## config.mk

```make
export PLATFORM = sky130hd
export DESIGN_NAME = key_matrix_debouncer
export DESIGN_NICKNAME = d
export VERILOG_FILES = /design/src/rtl/kmd_pkg.sv /design/src/rtl/kmd_ram.sv /design/src/rtl/kmd_out_queue.sv /design/src/rtl/key_matrix_debouncer.sv
export SDC_FILE = /design/constraint.sdc
export NUM_CORES = 2
export LEC_CHECK = 0
export BUFFER_PORTS_ARGS = -buffer_cell sky130_fd_sc_hd__buf_2
export CAP_MARGIN = 20
export CORE_UTILIZATION = 60
export DETAILED_ROUTE_END_ITERATION = 12
export PLACE_DENSITY = 0.76
export REMOVE_ABC_BUFFERS = 1
export SKIP_LAST_GASP = 1
export SLEW_MARGIN = 20
export SYNTH_ARGS = -nofsm -noshare
export SYNTH_HDL_FRONTEND = slang
export SYNTH_SLANG_ARGS = --single-unit
```

## constraint.sdc

```tcl
create_clock -name clock -period 7.7 [get_ports clock]
set_clock_uncertainty 0.05 [all_clocks]
set_input_delay 0.77 -clock clock [delete_from_list [all_inputs] [get_ports clock]]
set_output_delay 0.77 -clock clock [all_outputs]
set_load 0.01 [all_outputs]
```

## src/rtl/kmd_pkg.sv

```systemverilog
// Shared types and constants of the key matrix debouncer.
`timescale 1ns / 1ps
package kmd_pkg;

   localparam int unsigned HIST_W     = 8;
   localparam int unsigned STAMP_W    = 32;
   localparam int unsigned LINE_W     = 4;
   localparam int unsigned SLOT_CALC_W = 8;

   localparam logic [HIST_W-1:0] HIST_FULL  = 8'hff;
   localparam logic [HIST_W-1:0] HIST_EMPTY = 8'h00;
   localparam logic [HIST_W-1:0] HIST_NEW   = 8'h01;

   // Result queue: deep enough to cover the item in the update stage.
   localparam int unsigned QUEUE_DEPTH = 4;
   localparam int unsigned QPTR_W      = 2;
   localparam int unsigned QCOUNT_W    = 3;

   typedef struct packed {
      logic [LINE_W-1:0]  row_index;
      logic [LINE_W-1:0]  col_index;
      logic               sense_level;
      logic [STAMP_W-1:0] now_ms;
   } req_word_type;

   typedef struct packed {
      logic [LINE_W-1:0]  event_row;
      logic [LINE_W-1:0]  event_col;
      logic               event_pressed;
      logic [STAMP_W-1:0] event_time;
   } rsp_word_type;

   typedef struct packed {
      logic               pressed;
      logic [STAMP_W-1:0] stamp;
      logic [HIST_W-1:0]  history;
   } key_entry_type;

endpackage

```

## src/rtl/kmd_ram.sv

```systemverilog
// Generic single-port-write, single-port-read RAM with registered read data.
`timescale 1ns / 1ps
module kmd_ram #(
   parameter int unsigned WIDTH = 8,
   parameter int unsigned DEPTH = 64,
   localparam int unsigned ADDR_W = (DEPTH > 1) ? $clog2(DEPTH) : 1
) (
   input  logic              clock,
   input  logic              wr_en,
   input  logic [ADDR_W-1:0] wr_addr,
   input  logic [WIDTH-1:0]  wr_data,
   input  logic              rd_en,
   input  logic [ADDR_W-1:0] rd_addr,
   output logic [WIDTH-1:0]  rd_data
);

   logic [WIDTH-1:0] mem_ff [DEPTH];
   logic [WIDTH-1:0] rd_data_ff;

   always_ff @(posedge clock) begin
      if (wr_en) begin
         mem_ff[wr_addr] <= wr_data;
      end
      if (rd_en) begin
         rd_data_ff <= mem_ff[rd_addr];
      end
   end

   assign rd_data = rd_data_ff;

endmodule

```

## src/rtl/kmd_out_queue.sv

```systemverilog
// Small result queue that decouples the update stage from the result channel.
`timescale 1ns / 1ps
module kmd_out_queue (
   input  logic                    clock,
   input  logic                    reset,
   input  logic                    push,
   input  kmd_pkg::rsp_word_type   push_word,
   output logic                    rsp_valid,
   input  logic                    rsp_stall,
   output kmd_pkg::rsp_word_type   rsp_word,
   output logic [kmd_pkg::QCOUNT_W-1:0] count
);
   import kmd_pkg::*;

   rsp_word_type        slot_ff [QUEUE_DEPTH];
   logic [QPTR_W-1:0]   head_ff, head_in;
   logic [QPTR_W-1:0]   tail_ff, tail_in;
   logic [QCOUNT_W-1:0] count_ff, count_in;
   logic                pop;

   assign pop = (count_ff != '0) && !rsp_stall;

   always_comb begin
      head_in  = pop  ? head_ff + 1'b1 : head_ff;
      tail_in  = push ? tail_ff + 1'b1 : tail_ff;
      count_in = count_ff + QCOUNT_W'(push) - QCOUNT_W'(pop);
   end

   always_ff @(posedge clock) begin
      if (reset) begin
         head_ff  <= '0;
         tail_ff  <= '0;
         count_ff <= '0;
      end else begin
         head_ff  <= head_in;
         tail_ff  <= tail_in;
         count_ff <= count_in;
      end
   end

   always_ff @(posedge clock) begin
      if (push) begin
         slot_ff[tail_ff] <= push_word;
      end
   end

   assign rsp_valid = (count_ff != '0);
   assign rsp_word  = slot_ff[head_ff];
   assign count     = count_ff;

endmodule

```

## src/rtl/key_matrix_debouncer.sv

```systemverilog
// Top level of the key matrix debouncer: per-key history RAM and update stage.
`timescale 1ns / 1ps
// A result word is offered once its sample word has passed the update stage
// registers and then the result queue. Throughput: one sample word per cycle
// while req_stall is low; each sample makes one read-modify-write of its key
// entry in the state RAM (read in the accept cycle, write in the next).
// Reset clears the per-key valid bits at once, so every key reads as released
// with an empty history and zero stamp; no clearing pass is needed.
module key_matrix_debouncer #(
   parameter int unsigned ROWS = 8,
   parameter int unsigned COLS = 8
) (
   input  logic                  clock,
   input  logic                  reset,
   input  logic                  req_valid,
   output logic                  req_stall,
   input  kmd_pkg::req_word_type req_word,
   output logic                  rsp_valid,
   input  logic                  rsp_stall,
   output kmd_pkg::rsp_word_type rsp_word
);
   import kmd_pkg::*;

   localparam int unsigned KEYS   = ROWS * COLS;
   localparam int unsigned SLOT_W = (KEYS > 1) ? $clog2(KEYS) : 1;
   localparam int unsigned ENTRY_W = $bits(key_entry_type);

   // ---------------------------------------------------------------
   // Accept stage: work out the key slot and launch the RAM read.
   // ---------------------------------------------------------------
   logic                   req_take;
   logic                   s0_in_range;
   logic [SLOT_CALC_W-1:0] s0_slot_wide;
   logic [SLOT_W-1:0]      s0_slot;

   assign req_take = req_valid && !req_stall;

   always_comb begin
      s0_in_range  = ({1'b0, req_word.row_index} < (LINE_W + 1)'(ROWS)) &&
                     ({1'b0, req_word.col_index} < (LINE_W + 1)'(COLS));
      s0_slot_wide = SLOT_CALC_W'(req_word.row_index) * SLOT_CALC_W'(COLS) +
                     SLOT_CALC_W'(req_word.col_index);
      s0_slot      = s0_slot_wide[SLOT_W-1:0];
   end

   // ---------------------------------------------------------------
   // Update stage registers. The valid flag is control; the rest is payload.
   // ---------------------------------------------------------------
   logic               s1_valid_ff;
   logic               s1_in_range_ff;
   logic [SLOT_W-1:0]  s1_slot_ff;
   req_word_type       s1_word_ff;

   always_ff @(posedge clock) begin
      if (reset) begin
         s1_valid_ff <= 1'b0;
      end else begin
         s1_valid_ff <= req_take;
      end
   end

   always_ff @(posedge clock) begin
      if (req_take) begin
         s1_in_range_ff <= s0_in_range;
         s1_slot_ff     <= s0_slot;
         s1_word_ff     <= req_word;
      end
   end

   // ---------------------------------------------------------------
   // State RAM: history, debounced flag and press stamp per key.
   // ---------------------------------------------------------------
   logic               ram_wr_en;
   key_entry_type      ram_wr_data;
   logic [ENTRY_W-1:0] ram_rd_data;

   kmd_ram #(
      .WIDTH (ENTRY_W),
      .DEPTH (KEYS)
   ) u_state_ram (
      .clock   (clock),
      .wr_en   (ram_wr_en),
      .wr_addr (s1_slot_ff),
      .wr_data (ram_wr_data),
      .rd_en   (req_take),
      .rd_addr (s0_slot),
      .rd_data (ram_rd_data)
   );

   // One valid bit per key: an entry never written reads as the reset entry.
   logic [KEYS-1:0] key_valid_ff, key_valid_in;

   always_comb begin
      key_valid_in = key_valid_ff;
      if (ram_wr_en) begin
         key_valid_in[s1_slot_ff] = 1'b1;
      end
   end

   always_ff @(posedge clock) begin
      if (reset) begin
         key_valid_ff <= '0;
      end else begin
         key_valid_ff <= key_valid_in;
      end
   end

   // Forwarding: the read of this item was issued in the same cycle as the
   // previous write, so the RAM data is stale when both hit the same key.
   logic               fwd_valid_ff;
   logic [SLOT_W-1:0]  fwd_slot_ff;
   key_entry_type      fwd_data_ff;

   always_ff @(posedge clock) begin
      if (reset) begin
         fwd_valid_ff <= 1'b0;
      end else begin
         fwd_valid_ff <= ram_wr_en;
      end
   end

   always_ff @(posedge clock) begin
      if (ram_wr_en) begin
         fwd_slot_ff <= s1_slot_ff;
         fwd_data_ff <= ram_wr_data;
      end
   end

   // ---------------------------------------------------------------
   // Update: shift in the new active level and detect the edges.
   // ---------------------------------------------------------------
   key_entry_type     cur_entry;
   logic [HIST_W-1:0] new_hist;
   logic              press_hit;
   logic              release_hit;
   rsp_word_type      event_word;
   logic              event_push;

   always_comb begin
      if (fwd_valid_ff && (fwd_slot_ff == s1_slot_ff)) begin
         cur_entry = fwd_data_ff;
      end else if (key_valid_ff[s1_slot_ff]) begin
         cur_entry = key_entry_type'(ram_rd_data);
      end else begin
         cur_entry = '0;
      end

      // Active low sense: a low level shifts in a one.
      new_hist = {cur_entry.history[HIST_W-2:0], 1'b0} |
                 (s1_word_ff.sense_level ? HIST_EMPTY : HIST_NEW);

      press_hit   = (new_hist == HIST_FULL)  && !cur_entry.pressed;
      release_hit = (new_hist == HIST_EMPTY) &&  cur_entry.pressed;

      ram_wr_en           = s1_valid_ff && s1_in_range_ff;
      ram_wr_data.history = new_hist;
      ram_wr_data.pressed = press_hit ? 1'b1 : (release_hit ? 1'b0 : cur_entry.pressed);
      ram_wr_data.stamp   = press_hit ? s1_word_ff.now_ms : cur_entry.stamp;

      // Keys outside the matrix are dropped without an event.
      event_push               = ram_wr_en && (press_hit || release_hit);
      event_word.event_row     = s1_word_ff.row_index;
      event_word.event_col     = s1_word_ff.col_index;
      event_word.event_pressed = press_hit;
      event_word.event_time    = press_hit ? s1_word_ff.now_ms : cur_entry.stamp;
   end

   // ---------------------------------------------------------------
   // Result queue: hold events while the consumer stalls. Stall the
   // sample side when the queue could not take both the item in flight and a new one.
   // ---------------------------------------------------------------
   logic [QCOUNT_W-1:0] queue_count;
   logic [QCOUNT_W:0]   queue_claim;

   kmd_out_queue u_out_queue (
      .clock     (clock),
      .reset     (reset),
      .push      (event_push),
      .push_word (event_word),
      .rsp_valid (rsp_valid),
      .rsp_stall (rsp_stall),
      .rsp_word  (rsp_word),
      .count     (queue_count)
   );

   assign queue_claim = (QCOUNT_W + 1)'(queue_count) + (QCOUNT_W + 1)'(s1_valid_ff);
   assign req_stall   = (queue_claim >= (QCOUNT_W + 1)'(QUEUE_DEPTH));

endmodule

```

---- After elaboration in Yosys (flattened, before gate mapping) ----
Memories as Yosys holds them, arrays and structs flattened. A register that Yosys moved wholly into a read port is not among the register bits.
Index checks and enable logic that the tools add are counted.
W data, S select, Z words.
storage, ports and cells
  bits in registers ....................... 168
  RAM bits ................................ 2788
  memories ................................ 2
  output and inout bits ................... 43
  logic and storage cells ................. 64
operators by class
  $lt $le $gt $ge ......................... 5
  bitwise gates (word level) .............. 2
  add/sub/neg operators ................... 6
  muxes and demuxes ....................... 16
  reductions and logical operators ........ 15
  eq/ne operators ......................... 2
memories
  memory               words  width  rd ports  clocked after memory_dff  write ports  RTL line             RTL
  u_state_ram.mem_ff   64     41     1         1                         1            kmd_ram.sv:17        logic [WIDTH-1:0] mem_ff [DEPTH];
  u_out_queue.slot_ff  4      41     1         1                         1            kmd_out_queue.sv:15  rsp_word_type slot_ff [QUEUE_DEPTH];
operators with widths
  cell                   number
  $mux W41               2
  $or A64 B64 Y64        1
  $mux W32               1
  $logic_and A1 B1 Y1    9
  $mux W1                9
  $eq A8 B8 Y1 const B   1
  $logic_not A8 Y1       1
  $lt A4 B4 Y1 const B   2
  $or A8 B1 Y8           1
  $lt A6 B7 Y1 const B   1
  $add A6 B4 Y6          1
  $bmux W1 S6            1
  $demux W1 S6           1
  $eq A6 B6 Y1           1
  $ge A6 B1 Y1 const B   1
  $add A2 B1 Y2 const B  2
  $add A3 B1 Y4          1
  $ge A4 B3 Y1 const B   1
  $mux W2                2
  $add A3 B1 Y3          1
  $logic_not A1 Y1       3
  $reduce_bool A3 Y1     1
  $sub A3 B1 Y3          1
  $logic_or A1 B1 Y1     1

---- Longest topological paths before layout ----
  depth in word-level cells ............... 11
  mapped depth ............................ 15
  mapped depth without buffers ............ 12

---- By module ----
From an unflattened synthesis, not the netlist that was laid out.
second synthesis, totals
  cells, all modules ...................... 5089
  area, all modules ....................... 113725.3 um2
modules (own cells, without submodules)
  module                instances  cells an instance  area an instance (um2)
  kmd_ram               1          4226               100518.9
  key_matrix_debouncer  1          601                6785.3
  kmd_out_queue         1          262                6421.2

---- Worst setup path after synthesis ----
OpenSTA, ideal clock, no wires.
  path kind ............................... flip-flop to flip-flop
  start point ............................. reg s1_slot_ff[3]
  end point ............................... reg fwd_data_ff[40] (netlist bit), data pin
  data required time ...................... 6.941 ns
  data arrival time ....................... 4.768 ns
  path slack .............................. 2.172 ns
  clock period less this slack ............ 5.528 ns
  cell stages (with the launch flop) ...... 11
  cells stage by stage .................... edfxtp_1 buf_2 or3_1 clkbuf_1 o32a_1 o2111ai_1 nor3_1 nor2_1 buf_1 a21oi_1 o21ai_0
RTL lines
  element                 RTL line                     RTL
  start, declared         key_matrix_debouncer.sv:51   logic [SLOT_W-1:0] s1_slot_ff;
  start signal, assigned  key_matrix_debouncer.sv:65   s1_slot_ff <= s0_slot;
  end signal, assigned    key_matrix_debouncer.sv:125  fwd_data_ff <= ram_wr_data;
  end, declared           key_matrix_debouncer.sv:112  key_entry_type fwd_data_ff;

==> impl_metrics.env <==
export IMPL_status="finished clean"
export IMPL_grt_use_met3_pct=9.36
export IMPL_cts_sinks=2930
export IMPL_timing_fmax_mhz=187
export IMPL_root_buffer="clkbuf_16"
export IMPL_ios=88
export IMPL_synth_ff_type="edfxtp_1"
export IMPL_startpoint="s1_slot_ff[2]$_DFFE_PP_"
export IMPL_first_global_vias=55723
export IMPL_maxSlewHeadroom_pct=19.4
export IMPL_path_clk_slew_ns=0.06
export IMPL_critPathBufInv=5
export IMPL_startpoint_type="register"
export IMPL_holdCritStartpoint="req_word[26]"
export IMPL_synth_area_per_cell_um2=24.4
export IMPL_place_ws_ns=2.27
export IMPL_maxCapViolations=0
export IMPL_grt_overflow=0
export IMPL_initial_utilization_pct=60.5
export IMPL_synth_xor_area_share_pct=0.0790
export IMPL_final_nets=4958
export IMPL_finalCriticalPeriod_ns=5.36
export IMPL_synthCells=4537
export IMPL_cts_tree="built"
export IMPL_worst_pin_slew_ns=1.21
export IMPL_crit_fanout=36
export IMPL_ys_warn_count=0
export IMPL_multi_input_area_um2=23500
export IMPL_drtAntennaViolNets=0
export IMPL_vias=56374
export IMPL_critPathSlowestCell="edfxtp_1"
export IMPL_cts_buffers=295
export IMPL_synth_edff_count=2855
export IMPL_wl_per_cell_um=43.2
export IMPL_rows=157
export IMPL_slew_viol_final=0
export IMPL_grt_max_degree=142
export IMPL_die_area_um2=187000
export IMPL_synth_compound_area_share_pct=0.818
export IMPL_final_core_util_pct=68.7
export IMPL_fp_dieH_um=432
export IMPL_worst_path_largest_cell_delay_ns=0.72
export IMPL_yosys_register_bits=2930
export IMPL_grtUsageMet2_pct=54.9
export IMPL_yosysSeqAreaShare_pct=78.6
export IMPL_yosys_area_share_simple_pct=1.36
export IMPL_finalHoldViolations=0
export IMPL_r2r_start="s1_slot_ff[2]$_DFFE_PP_"
export IMPL_firstDrtPassIters=7
export IMPL_p_leak_nw=39.7
export IMPL_cts_repair_resized=0
export IMPL_insertion_delay_ns=0.96
export IMPL_core_area_um2=183000
export IMPL_cp_end_kind="register"
export IMPL_path_cells="buf_4, xor2_1, nor4_2, buf_4, or3_1, a221oi_1, o21ai_4, inv_2, buf_4, a221oi_1, nor2_4, buf_16"
export IMPL_rsz0062_at_grt="false"
export IMPL_grt_most_used_layer="met2"
export IMPL_setup_tns_ns=0
export IMPL_die_w_um=432
export IMPL_synthMuxAreaShare_pct=18.1
export IMPL_synth_adder_area_share_pct=0.120
export IMPL_power_density_nw_per_um2=269
export IMPL_ys_types=54
export IMPL_antenna_found_initial=7
export IMPL_worst_slack_ns=2.34
export IMPL_cp_arrival_ns=6.06
export IMPL_grt_pass1_wl_mm=442
export IMPL_setup_violations=0
export IMPL_drtIter0Drc=10036
export IMPL_hpwl_mm=151
export IMPL_final_layout_size_suffix_gt1_share_pct=33.3
export IMPL_synth_top_family_by_area="multiplexers"
export IMPL_use_met1_pct=45.8
export IMPL_viasPerCell=7.44
export IMPL_path_class="reg -> reg"
export IMPL_grt_usage_pct=35.3
export IMPL_crit_required_ns=8.40
export IMPL_cts_buffer_depth=4
export IMPL_cpMostUsedCell="buf_4"
export IMPL_portBuffers=87
export IMPL_place_congestion=0.926
export IMPL_hp_class="in -> reg"
export IMPL_area_growth_synth_to_final_pct=13.6
export IMPL_drc=0
export IMPL_cts_max_level=5
export IMPL_ir_worst_vdd_v=0.000259
export IMPL_totalWireLength_mm=328
export IMPL_fin_cells=7576
export IMPL_period_share_pct=69.6
export IMPL_syn_area_um2=111000
export IMPL_async_reset_ff_share_pct=0
export IMPL_num_fill_cells=10221
export IMPL_critPathTopFamily="buffers and inverters"
export IMPL_placed_cells=7005
export IMPL_seq_area_um2=87200
power by group:
group | internal, mW | switching [mW] | total, mW | leakage, nW
Clock | 7.90 | 5.99 | 13.9 | 4.43
Combinational | 0.891 | 1.28 | 2.17 | 8.29
Sequential | 17.7 | 0.154 | 17.9 | 26.9
cells in the mapped netlist (6+ instances only):
cell type / n / area [um^2]
o21ai_0: 11 / 55.1
a221oi_1: 6 / 52.6
dfxtp_1: 75 / 1500
nor3_1: 6 / 30.0
mux2_2: 6 / 67.6
buf_1: 73 / 274
clkbuf_1: 139 / 522
mux2i_1: 10 / 100
ha_1: 9 / 113
nand2b_1: 8 / 50.1
inv_1: 10 / 37.5
o21ba_2: 8 / 80.1
nand2_1: 23 / 86.3
nor2_1: 258 / 968
edfxtp_1: 2855 / 85700
buf_2: 16 / 80.1
nand3_1: 14 / 70.1
a221oi_2: 29 / 435
nor2b_1: 7 / 43.8
and2_1: 7 / 43.8
mux4_2: 884 / 19900
area by class of cell:
type	instances	share of cell area [%]
timing repair buffer	302	2.38
multi-input combinational	1363	18.7
inverter	11	0.0338
sequential	2930	69.3
clock buffer	365	6.25
clock inverter	139	0.951
antenna	2	0.00397
tap	2464	2.45
cells by family after synthesis:
group / Yosys count
multiplexers: 900
adder cells (fa/ha/maj): 10
XOR/XNOR: 10
AND/OR/NAND/NOR: 354
flip-flops: 2930
buffers and inverters: 244
AO/OA/AOI/OAI: 89
registers in the layout, indices dropped and copies added (netlist names), 2 cells and up, named ones only:
name	flops
event_word	5
fwd_data_ff	40
fwd_slot_ff	6
key_valid_ff	64
s1_slot_ff	6
s1_word_ff	33
u_out_queue.count	3
u_out_queue.head_ff	2
u_out_queue.slot_ff	164
u_out_queue.tail_ff	2
u_state_ram.mem_ff	2560
u_state_ram.rd_data	40
worst paths after layout:
check	slack (ns)	cells past startpoint	endpoint
worst max-delay path	2.34	12	u_state_ram.mem_ff[36][9]$_DFFE_PP_
worst min-delay path	0.07	1	s1_word_ff[26]$_DFFE_PP_
worst max register to register	2.34	12	u_state_ram.mem_ff[36][9]$_DFFE_PP_
worst min register to register	0.42	2	key_valid_ff[1]$_SDFFE_PP0P_
per-stage QoR:
step / cell area (um^2) / hold slack (ns) / total power, mW
2_1_floorplan: 110000 / 0.382 / 19.3
3_3_place_gp: 116000 / 0.394 / 20.2
3_5_place_dp: 116000 / 0.407 / 20.2
4_1_cts: 125000 / 0.00586 / 33.9
5_1_grt: 126000 / 0.0451 / 34.6
6_report: 126000 / 0.0722 / 33.9
repair_timing:
action | CTS | global route
setup buffers | 0 | 0
hold buffers | 34 | 0
endpoints found under the hold margin | 34 | 0
layout by cell type (no fill, tap or decap), types with 4 or more instances in the layout:
cell	instances
edfxtp_1	2855
mux4_2	884
clkbuf_16	303
nor2_1	161
buf_4	125
nor2_4	97
buf_2	84
dfxtp_1	73
clkinv_1	56
clkbuf_1	56
clkinv_2	46
buf_12	39
dlygate4sd3_1	34
a221oi_2	29
nand2_1	23
bufinv_16	20
buf_16	17
nand3_1	14
mux2i_1	10
inv_1	9
o21ai_0	9
clkinvlp_4	9
nand2b_1	8
o21ba_2	8
ha_1	7
nor2b_1	6
mux2_2	6
a221oi_1	6
nor3_1	6
xnor2_1	5
nand4_1	5
nor3b_1	5
or3_1	5
a22o_1	5
clkbuf_8	5
xor2_1	4
a21oi_1	4
nand3b_1	4
and2_4	4
clkinv_4	4
per-layer routing:
metal	vias up	wire, um
met5	-	19
met4	2	24300
met3	1226	47000
met2	5745	154000
met1	29148	102000
li1	20253	-
Note: power is estimated with default switching activity, not from simulation.
